File: src/hdl/qrcb_pkg.sv
`timescale 1ns / 1ps
// ---------------------------------------------------------------------------
// qrcb_pkg
// Shared widths, types and register codes for the quartic root count bound.
// ---------------------------------------------------------------------------
package qrcb_pkg;

   // Coefficients are signed Q16.16, points are signed Q8.8.
   localparam int COEF_WIDTH  = 32;
   localparam int POINT_WIDTH = 16;
   localparam int POINT_FRAC  = POINT_WIDTH / 2;

   // Largest scaled term is five monomials of |coef| * |p|^4, plus a sign bit.
   localparam int TERM_W  = COEF_WIDTH + 4 * POINT_WIDTH - 1;
   // Multiplier operand holds p, 4p or 6p.
   localparam int MUL_W   = POINT_WIDTH + 3;

   // Wide operand is split into slices for the multiply-add.
   localparam int CHUNK_W = 32;
   localparam int NCHUNK  = (TERM_W + CHUNK_W - 1) / CHUNK_W;
   localparam int XW      = NCHUNK * CHUNK_W;
   localparam int PROD_W  = CHUNK_W + 1 + MUL_W;
   localparam int ACC_W   = XW + MUL_W + 1;

   localparam int MAC_LAT    = 2;
   localparam int LEVELS     = 4;
   localparam int NTERMS     = 5;
   localparam int PNT_STAGES = (LEVELS - 1) * MAC_LAT + 1;
   localparam int SG1_N      = (LEVELS - 1) * MAC_LAT;
   localparam int SG2_N      = (LEVELS - 2) * MAC_LAT;
   localparam int SG3_N      = (LEVELS - 3) * MAC_LAT;
   localparam int LANE_DEPTH = LEVELS * MAC_LAT + 2;

   localparam int CNT_W       = 3;
   localparam int CSR_INDEX_W = 3;

   typedef enum logic [CSR_INDEX_W-1:0] {
      CSR_QUARTIC,
      CSR_CUBIC,
      CSR_SQUARE,
      CSR_LINEAR,
      CSR_CONSTANT
   } csr_index_type;

   // Coefficients pre-scaled by the matching power of 2^POINT_FRAC.
   typedef struct packed {
      logic signed [TERM_W-1:0] a_op;
      logic signed [TERM_W-1:0] b_op;
      logic signed [TERM_W-1:0] b3_op;
      logic signed [TERM_W-1:0] c_op;
      logic signed [TERM_W-1:0] c2_op;
      logic signed [TERM_W-1:0] d_op;
      logic signed [TERM_W-1:0] e_op;
   } coef_ops_type;

   typedef struct packed {
      logic nz;
      logic neg;
   } sign_type;

endpackage

File: src/hdl/qrcb_cfg.sv
`timescale 1ns / 1ps
// ---------------------------------------------------------------------------
// qrcb_cfg
// Coefficient registers, presented as scaled wide operands to the lanes.
// ---------------------------------------------------------------------------
module qrcb_cfg (
   input  logic                                    clock,
   input  logic                                    reset,
   input  logic                                    csr_valid,
   output logic                                    csr_ready,
   input  logic        [qrcb_pkg::CSR_INDEX_W-1:0] csr_index,
   input  logic signed [qrcb_pkg::COEF_WIDTH-1:0]  csr_data,
   output qrcb_pkg::coef_ops_type                  cfg_coef
);
   import qrcb_pkg::*;

   logic signed [COEF_WIDTH-1:0] quartic_ff;
   logic signed [COEF_WIDTH-1:0] cubic_ff;
   logic signed [COEF_WIDTH+1:0] cubic3_ff;
   logic signed [COEF_WIDTH+1:0] cubic3_in;
   logic signed [COEF_WIDTH-1:0] square_ff;
   logic signed [COEF_WIDTH-1:0] linear_ff;
   logic signed [COEF_WIDTH-1:0] const_ff;

   assign csr_ready = 1'b1;

   // 3b is formed on the write so the lanes only see shifts
   assign cubic3_in = (COEF_WIDTH+2)'(csr_data) + ((COEF_WIDTH+2)'(csr_data) <<< 1);

   always_ff @(posedge clock) begin
      if (reset) begin
         quartic_ff <= '0;
         cubic_ff   <= '0;
         cubic3_ff  <= '0;
         square_ff  <= '0;
         linear_ff  <= '0;
         const_ff   <= '0;
      end else if (csr_valid && csr_ready) begin
         case (csr_index)
            CSR_QUARTIC: begin
               quartic_ff <= csr_data;
            end
            CSR_CUBIC: begin
               cubic_ff  <= csr_data;
               cubic3_ff <= cubic3_in;
            end
            CSR_SQUARE: begin
               square_ff <= csr_data;
            end
            CSR_LINEAR: begin
               linear_ff <= csr_data;
            end
            CSR_CONSTANT: begin
               const_ff <= csr_data;
            end
            default: begin
            end
         endcase
      end
   end

   always_comb begin
      cfg_coef.a_op  = TERM_W'(quartic_ff);
      cfg_coef.b_op  = TERM_W'(cubic_ff) <<< POINT_FRAC;
      cfg_coef.b3_op = TERM_W'(cubic3_ff) <<< POINT_FRAC;
      cfg_coef.c_op  = TERM_W'(square_ff) <<< (2 * POINT_FRAC);
      cfg_coef.c2_op = TERM_W'(square_ff) <<< (2 * POINT_FRAC + 1);
      cfg_coef.d_op  = TERM_W'(linear_ff) <<< (3 * POINT_FRAC);
      cfg_coef.e_op  = TERM_W'(const_ff) <<< (4 * POINT_FRAC);
   end

endmodule

File: config.mk
export PLATFORM = sky130hd
export DESIGN_NAME = qrcb_cfg
export DESIGN_NICKNAME = d
export VERILOG_FILES = /design/src/hdl/qrcb_pkg.sv /design/src/hdl/qrcb_cfg.sv
export SDC_FILE = /design/constraint.sdc
export NUM_CORES = 1
export LEC_CHECK = 0
export BUFFER_PORTS_ARGS = -buffer_cell sky130_fd_sc_hd__buf_2
export CAP_MARGIN = 20
export CORE_AREA = 4 4 272 274
export CTS_CLUSTER_DIAMETER = 40
export DETAILED_ROUTE_END_ITERATION = 8
export DIE_AREA = 0 0 276 278
export PLACE_DENSITY = 0.43
export REMOVE_ABC_BUFFERS = 1
export SYNTH_ARGS = -nofsm -noshare
export SYNTH_HDL_FRONTEND = slang
export SYNTH_SLANG_ARGS = --single-unit
File: constraint.sdc
create_clock -name clock -period 3.2 [get_ports clock]
set_clock_uncertainty 0.1 [all_clocks]
set_input_delay 0.16 -clock clock [delete_from_list [all_inputs] [get_ports clock]]
set_output_delay 0.16 -clock clock [all_outputs]
set_load 0.05 [all_outputs]
== Yosys cells after proc, flatten, opt, wreduce, memory -nomap -nowiden ==
Cells that the tools add are included.

* Add/subtract/negate cells: 1
* Equality and inequality tests: 4
* Reductions and logical operators: 6

{| class="wikitable"
|+ Operators with widths
! kind !! count
|-
| 32-bit by 33-bit adder with 34-bit output || 1
|-
| 2-bit AND reduction || 5
|-
| 3-bit by 2-bit == test with 1-bit output (second input constant) || 2
|-
| 3-bit by 1-bit == test with 1-bit output (second input constant) || 1
|-
| 3-bit == test (second input constant) || 1
|-
| 3-bit logical NOT || 1
|}

* Flip-flop bits (word level): 194
* Input bits: 38
* Output and inout port bits: 666
* Word-level logic and storage cells: 17

== Depth between registers and ports, before layout ==
Gate-level depths: netlist of the first run.

* Word-level depth: 2
* Mapped depth: 10

== Least setup slack after synthesis of the first run ==
Ideal clock, no wire load.

* Path type: register to output
* Start: reg, netlist name cubic_ff[31]
* End: out cfg_coef[422] in the netlist's numbering
* Arrival: 2.864 ns
* Required time: 2.940 ns
* Slack: 0.076 ns
* Stages on the path, launching flop included: 2
* Buffers on the path: 1
* Cell sequence: dfxtp_1 buf_4

{| class="wikitable"
|+ RTL lines
! what !! line !! source
|-
| end: declaration || qrcb_cfg.sv:13 || <nowiki>output qrcb_pkg::coef_ops_type cfg_coef</nowiki>
|}

== Worst setup path in the final report of the first run ==
* Start: in csr_data[1] in the netlist's numbering
* End: reg cubic3_ff[27]

* Longest elaborated chain between the ends: 1

{| class="wikitable"
|+ RTL lines
! what !! line !! source
|-
| start: declaration || qrcb_cfg.sv:12 || <nowiki>input logic signed [qrcb_pkg::COEF_WIDTH-1:0] csr_data,</nowiki>
|-
| 32-bit by 33-bit adder with 34-bit output || qrcb_cfg.sv:28 || <nowiki>assign cubic3_in = (COEF_WIDTH+2)'(csr_data) + ((COEF_WIDTH+2)'(csr_data) <<< 1);</nowiki>
|-
| end signal: assignment || qrcb_cfg.sv:45 || <nowiki>cubic3_ff <= cubic3_in;</nowiki>
|-
| end: declaration || qrcb_cfg.sv:19 || <nowiki>logic signed [COEF_WIDTH+1:0] cubic3_ff;</nowiki>
|}

No other way between the ends.
A chain may end at the register's enable or synchronous reset.

==> summary.md, run 1 <==
| Metric | Value |
|---|---|
| Antenna viol nets, final | `0` |
| Synth top cells by count | `buf_4 (474), nand2_1 (380), a21oi_1 (212), dfxtp_1 (192), clkbuf_1 (57)` |
| Met2 wire length | `22,300 um` |
| Worst Hold Path Cells | `4` |
| Synth Warn # | `0` |
| Post-synthesis sequential area ratio | `32.5%` |
| Async set or reset register ratio after synthesis | `0%` |
| Post-place setup slack | `0.181 ns` |
| Post-synth EDFFs | `0` |
| Period utilisation layout | `95.6%` |
| # rows | `98` |
| Clock Latency Late Sink | `0.49 ns` |
| TritonCTS clock tree | `yes` |
| Largest net degree at the start of global routing | `97` |
| Ranking of synthesized cells by area | `dfxtp_1 (32%), buf_4 (30%), nand2_1 (12%)` |
| CTS root buffer | `clkbuf_16` |
| LEAKAGE | `6.95 nW` |
| Initial detailed-routing violation count | `471` |
| Drt pass-1 iters | `4` |
| Multi-input logic area | `0.00455 mm^2` |
| Hold WC Path Type | `in2reg` |
| Share of cells above drive strength 1 | `37.9%` |
| Hold path startpoint | `csr_data[13]` |
| All-layer global routing usage | `11.0%` |
| Synthesized flop and latch total | `192` |
| Post-synth top area cell | `dfxtp_1` |
| Worst ir drop on vdd | `0.000280 V` |
| Least-Margin Pin Slew | `0.954 ns` |
| Clock H-tree levels | `4` |
| Hold Slack | `0.0395 ns` |
| Critical Path Source Type | `input pin` |
| Delay of the slowest critical-path stage | `0.53 ns` |
| RR Startpoint | `linear_ff[31]` |
| Synth cell types | `58` |
| CP dominant cell by count | `a21oi_4` |
| CP required | `3.48 ns` |
| Critical R2R Capture | `linear_ff[31]` |
| Slew Viols, Final | `0` |
| Yosys top cell area share | `32.5%` |
| Hold Path End | `quartic_ff[13]` |
| Top Layer Used | `met4` |
| Fmax | `327 MHz` |
| CTS Sinks | `192` |
| Min Tclk post-route | `3.06 ns` |
| Slew margin rel. | `36.4%` |
| Via count | `9,756` |
| Area growth from synthesis to layout | `16.5%` |
| Final Setup Violations | `0` |
| Slowest CP cell | `dlygate4sd3_1` |
| Metal3 WL | `2330 um` |
| Die H | `278 um` |
| Die Wd | `276 um` |
| Final hold violations | `0` |
| Vias in the first global route | `9,256` |
| Setup Buffers After CTS | `0` |
| Critical path capture point type | `register` |
| Die Area | `0.0767 mm^2` |
| # IOs | `704` |
| PwrDens | `462 mW/mm^2` |
| Setup TNS Final | `0 ns` |
| Met1 WL | `19,100 um` |
| Critical path class | `in2reg` |
| Placed insts | `2,674` |
| Post-Syn Area | `0.0118 mm^2` |
| Worst Reg-to-Reg Cells | `2` |
| Vias/cell | `3.56` |
| Flop2flop setup slack | `1.82 ns` |
| Post-Syn Instances | `1,540` |
| Routability cong. | `0.779` |
| Cell family with most CP delay | `compound AO/OA/AOI/OAI gates` |
| Final Power | `6.37 mW` |
| Input/output buffers | `597` |
| Clock Path Buffers | `2` |
| Cell Chain, Critical Path | `dlygate4sd3_1, buf_2, ha_1, fa_1, a211o_1, a21oi_2, a21oi_4, a21oi_4, o31ai_4, a311oi_2, nor4_1, a311o_1` |
| Mean Syn Cell Area | `7.68 um^2` |
| Count leader, synth | `buf_4` |
| Non-Filler Instances | `2,738` |
| Overall overflow remaining after global route | `0` |
| Antenna cells | `0` |
| Wire per inst | `16.2 um` |
| Worst setup margin | `0.142 ns` |
| Clock transition at path regs | `0.08 ns` |
| Critical Path AT | `3.33 ns` |
| Drt total wl | `44,300 um` |
| Status | `completed` |
| Remaining DRCs | `0` |
| Reg area | `0.00385 mm^2` |
| Initial antenna violation count | `0` |
| Core area | `0.0714 mm^2` |
| Max-cap violations | `0` |
| Synth Flop Type | `dfxtp_1` |
| Global-route wire length before repair | `63,300 um` |
| Fill count | `8,152` |
| Crit-path max FO | `8` |
| RSZ-0062 raised after global routing | `false` |
| DP Wirelength | `33,300 um` |
| Buffers & Inverters on Critical Path | `2` |
| Num CTS Buffers | `17` |
| Initial Utilization | `16.6%` |
| Nets | `1,845` |
-- repair_timing --
| action | in CTS | in global routing |
|---|---|---|
| hold buffers | 31 | 0 |
| hold endpoints to repair | 155 | 0 |
| resized for setup | 0 | 1 |
| endpoints found under the setup margin | 0 | 1 |
-- metrics by stage --
| stage | instance area (um^2) | util (%) |
|---|---|---|
| 6_report | 13800 | 19.3 |
| 5_1_grt | 13800 | 19.3 |
| 4_1_cts | 13800 | 19.3 |
| 3_5_place_dp | 12900 | 18.0 |
| 3_3_place_gp | 12900 | 18.0 |
| 2_1_floorplan | 8410 | - |
-- where the power goes --
part	internal, mW	switching, mW	total [mW]
combinational	0.357	1.33	1.68
sequential	2.44	0.0345	2.48
clock	1.06	1.15	2.21
total	3.86	2.51	6.37
-- logic make-up after synthesis --
family	after synthesis	synth area share (%)
buffers and inverters	551	32.6
AND/OR/NAND/NOR	442	14.9
AO/OA/AOI/OAI	299	14.9
flip-flops	192	32.5
adder cells (fa/ha/maj)	32	3.45
XOR/XNOR	22	1.63
other	2	0.0635
-- worst max-delay path by stage --
stage / cells past startpoint / from / to / slack (ns)
2_1_floorplan: 2 / cubic_ff[31] / cubic_ff[31] / -33.68
3_3_place_gp: 11 / csr_data[1] / cubic3_ff[29] / 0.19
3_5_place_dp: 11 / csr_data[1] / cubic3_ff[25] / 0.18
4_1_cts: 12 / csr_data[1] / cubic3_ff[25] / 0.19
5_1_grt: 12 / csr_data[1] / cubic3_ff[29] / 0.01
6_report: 12 / csr_data[1] / cubic3_ff[27] / 0.14
-- sequential cells by signal, indices dropped and copies added (netlist names) --
register	cells
quartic_ff	32
linear_ff	32
cubic_ff	32
square_ff	32
const_ff	32
cubic3_ff	32
-- worst reg2reg max path: stages (launching register included) --
cell and delay [ns]:
dfxtp_1 0.94, nand2_1 0.10, a21oi_1 0.17
-- metal layers --
layer	global-route usage [%]	up-vias
met5	0	-
met1	13.3	4455
met2	19.4	363
met3	2.73	26
li1	-	4912
met4	2.74	0
-- final cells by class --
class	count	share of cell area, %
clock buffer	19	3.29
clock inverter	13	0.890
inverter	10	0.272
multi-input combinational	901	33.0
sequential	192	27.9
tap	950	8.62
timing repair buffer	653	26.0
-- cells in the final DEF, fill, tap and decap left out, drive strengths merged, types with 5 or more instances in the layout --
cell	synthesis	routed
a211oi	10	10
o21a	5	5
a21oi	215	215
dfxtp	192	192
dlygate4sd3	0	31
xor2	6	6
buf	483	621
ha	31	31
a31oi	6	6
clkinv	0	5
and3	5	5
nor2	21	21
nand4	6	6
a21o	19	19
xnor2	16	16
clkbuf	58	20
nand3	6	6
inv	10	15
conb	2	106
nor2b	5	5
nand2	380	380
o21ai	15	15
(Power assumes the default switching activity.)
==> inputs of run 2 (changes only) <==
--- a/config.mk
+++ b/config.mk
@@ -5,12 +5,13 @@
 export SDC_FILE = /design/constraint.sdc
 export NUM_CORES = 1
 export LEC_CHECK = 0
+export ABC_AREA = 1
 export BUFFER_PORTS_ARGS = -buffer_cell sky130_fd_sc_hd__buf_2
 export CAP_MARGIN = 20
-export CORE_AREA = 4 4 272 274
+export CORE_AREA = 4 4 273 275
 export CTS_CLUSTER_DIAMETER = 40
 export DETAILED_ROUTE_END_ITERATION = 8
-export DIE_AREA = 0 0 276 278
+export DIE_AREA = 0 0 277 279
 export PLACE_DENSITY = 0.43
 export REMOVE_ABC_BUFFERS = 1
 export SYNTH_ARGS = -nofsm -noshare
==> run 2 against run 1 <==
Net effect:
- synthesized area increased by 6.0%
- final cell count rose by 11%
- wire length increased by 4.0%
- power rose by 9.8%
- critical path type is now reg2out
- critical endpoint is now cfg_coef[362]
==> summary.md, run 2 <==
| Metric | Value |
|---|---|
| Worst ir drop on vdd | `0.000267 V (was 0.000280 V)` |
| Post-synthesis sequential area ratio | `30.7% (was 32.5%)` |
| Setup Buffers After CTS | `0 (unchanged)` |
| Core Util, Final | `20.0% (was 19.3%)` |
| Final Setup Violations | `0 (unchanged)` |
| Slew margin rel. | `32.4% (was 36.4%)` |
| Input/output buffers | `597 (unchanged)` |
| Wire per inst | `15.2 um (was 16.2 um)` |
| Hold WC Path Type | `in2reg (unchanged)` |
| Synth Area in XOR/XNOR | `0.908% (was 1.63%)` |
| Mux contribution to synthesized area | `0% (unchanged)` |
| Mean Syn Cell Area | `6.86 um^2 (was 7.68 um^2)` |
| Synthesized flop and latch total | `192 (unchanged)` |
| Remaining DRCs | `0 (unchanged)` |
| Clock H-tree levels | `4 (unchanged)` |
| Vias in the first global route | `10,000 (was 9,256)` |
| Synth Warn # | `0 (unchanged)` |
| Compound-Gate Fraction of Synth Area | `9.69% (was 14.9%)` |
| Hold Slack | `0.0395 ns (about the same)` |
| Overall overflow remaining after global route | `0 (unchanged)` |
| Count leader, synth | `buf_4 (unchanged)` |
| Yosys top cell area share | `30.7% (was 32.5%)` |
| Antenna cells | `0 (unchanged)` |
| Least-Margin Pin Slew | `1.01 ns (was 0.954 ns)` |
| Most frequent cells in the layout | `buf_2 (597), nor2_1 (357), nand2_1 (219), dfxtp_1 (190), o21ai_0 (173) (was buf_2 (596), nand2_1 (379), a21oi_1 (212), dfxtp_1 (190), conb_1 (106))` |
| Period utilisation layout | `72.1% (was 95.6%)` |
| Largest net degree at the start of global routing | `83 (was 97)` |
| Drt total wl | `46,100 um (was 44,300 um)` |
| # IOs | `704 (unchanged)` |
| CTS root buffer | `clkbuf_16 (unchanged)` |
| Via count | `10,600 (was 9,756)` |
| Drt pass-1 iters | `4 (unchanged)` |
| Routability cong. | `0.798 (was 0.779)` |
| Critical Path Source Type | `register (was input pin)` |
| Final hold violations | `0 (unchanged)` |
| Global-route wire length before repair | `65,700 um (was 63,300 um)` |
| Ranking of synthesized cells by area | `dfxtp_1 (31%), buf_4 (28%), nor2_1 (11%) (was dfxtp_1 (32%), buf_4 (30%), nand2_1 (12%))` |
| RSZ-0062 raised after global routing | `false (unchanged)` |
| Min Tclk post-route | `2.31 ns (was 3.06 ns)` |
| Crit-path max FO | `54 (was 8)` |
| CTS Sinks | `192 (unchanged)` |
| Critical path class | `reg2out (was in2reg)` |
| Post-synth top area cell | `dfxtp_1 (unchanged)` |
| Setup TNS Final | `0 ns (unchanged)` |
| Num CTS Buffers | `17 (unchanged)` |
| Initial antenna violation count | `1 (was 0)` |
| Nets | `2,134 (was 1,845)` |
| Core area | `0.0723 mm^2 (was 0.0714 mm^2)` |
| Share of cells above drive strength 1 | `31.7% (was 37.9%)` |
| Post-Syn Area | `0.0125 mm^2 (was 0.0118 mm^2)` |
| Clock Latency Late Sink | `0.49 ns (about the same)` |
| Post-CTS resize count | `0 (unchanged)` |
| Hold Buf Count CTS | `30 (was 31)` |
| Area growth from synthesis to layout | `15.3% (was 16.5%)` |
| Post-Synth Simple-Gate Area | `20.0% (was 14.9%)` |
| Die Wd | `277 um (was 276 um)` |
| TritonCTS clock tree | `yes (unchanged)` |
| Post-synth EDFFs | `0 (unchanged)` |
| Slew Viols, Final | `0 (unchanged)` |
| Adder-cell share of the synthesized area | `3.25% (was 3.45%)` |
| Post-Syn Instances | `1,827 (was 1,540)` |
| Antenna viol nets, final | `0 (unchanged)` |
| Status | `completed (unchanged)` |
| Synth top cells by count | `buf_4 (474), nor2_1 (358), nand2_1 (219), dfxtp_1 (192), o21ai_0 (173) (was buf_4 (474), nand2_1 (380), a21oi_1 (212), dfxtp_1 (192), clkbuf_1 (57))` |
| Largest family of logic cells by synthesized area | `buffers and inverters (unchanged)` |
| Vias/cell | `3.49 (was 3.56)` |
| LEAKAGE | `8.48 nW (was 6.95 nW)` |
| Clock transition at path regs | `0.08 ns (about the same)` |
| Initial Utilization | `17.3% (was 16.6%)` |
| DP Wirelength | `34,600 um (was 33,300 um)` |
| Die Area | `0.0773 mm^2 (was 0.0767 mm^2)` |
| Critical path capture point type | `primary output (was register)` |
| Initial detailed-routing violation count | `503 (was 471)` |
| Synth Flop Type | `dfxtp_1 (unchanged)` |
| Synth cell types | `26 (was 58)` |
| Commonest non-fill, non-tap cell in the layout | `buf_2 (unchanged)` |
| Max-cap violations | `0 (unchanged)` |
| Async set or reset register ratio after synthesis | `0% (unchanged)` |
| All-layer global routing usage | `11.4% (was 11.0%)` |
| CP required | `2.94 ns (was 3.48 ns)` |
| Fmax | `434 MHz (was 327 MHz)` |
| Clock Path Buffers | `2 (unchanged)` |
| # rows | `99 (was 98)` |
| Critical Path AT | `2.05 ns (was 3.33 ns)` |
| Die H | `279 um (was 278 um)` |
| PwrDens | `484 mW/mm^2 (was 462 mW/mm^2)` |
run 2: cell types whose count changed in the layout (fill, tap and decap cells not counted), sizes merged, moves of 10 or more:
cell    change
inv       +167
a21oi     -160
a211oi     -10
o21ai     +164
nor2      +337
nand2     -161
a21o       -18
nand3      +49
xnor2      -15
run 2: final timing paths:
path	to	startpoint	slack, ns	cells after the start
max	cfg_coef[362]	square_ff[31]	0.89	2
min	cubic_ff[22]	csr_data[22]	0.04	3
max reg2reg	linear_ff[31]	linear_ff[31]	1.80	2
min reg2reg	linear_ff[27]	linear_ff[27]	0.34	2
run 2: final cells by class:
cell class / instances / area, um^2
clock buffers: 18 / 439
clock inverters: 14 / 175
fillers: 8355 / 57900
inverters: 175 / 659
multi-input cells: 1032 / 4670
flip-flops and latches: 192 / 3850
well taps: 959 / 1200
repair buffers: 646 / 3470
run 2: layer usage:
metal | vias up | global-route usage [%] | wire, um
met5 | - | 0 | 0
met4 | 0 | 3.84 | 1060
met3 | 36 | 2.34 | 2200
met2 | 347 | 20.7 | 23700
met1 | 4677 | 13.3 | 19100
li1 | 5541 | - | -
run 2: cell families (layout without fill, tap and decap cells):
logic type	Yosys count	after routing
XOR/XNOR	13	13
AND/OR/NAND/NOR	641	641
flip-flops	192	192
other	2	106
buffers and inverters	707	853
AO/OA/AOI/OAI	240	240
adder cells (fa/ha/maj)	32	32
run 2: report_power, final:
part | total (mW) | leakage [nW] | internal, mW | switching (mW)
clock | 2.29 | 0.301 | 1.09 | 1.20
sequential | 2.53 | 1.56 | 2.47 | 0.0583
combinational | 2.17 | 6.62 | 0.405 | 1.77
run 2: stage by stage:
stage	std cells	cell area [um^2]	setup slack, ns	total power [mW]
floorplan	1399	9140	-36.43	4.18
global placement	2974	13500	1.01	4.76
detailed placement	2974	13500	0.983	4.75
CTS	3036	14500	0.756	7.14
global route	3036	14500	0.674	7.35
finish	3036	14500	0.894	6.99
run 2: critical path: stages, from the launching register on:
cell and delay, ns:
dfxtp_2 0.83, buf_4 0.40, buf_2 0.32
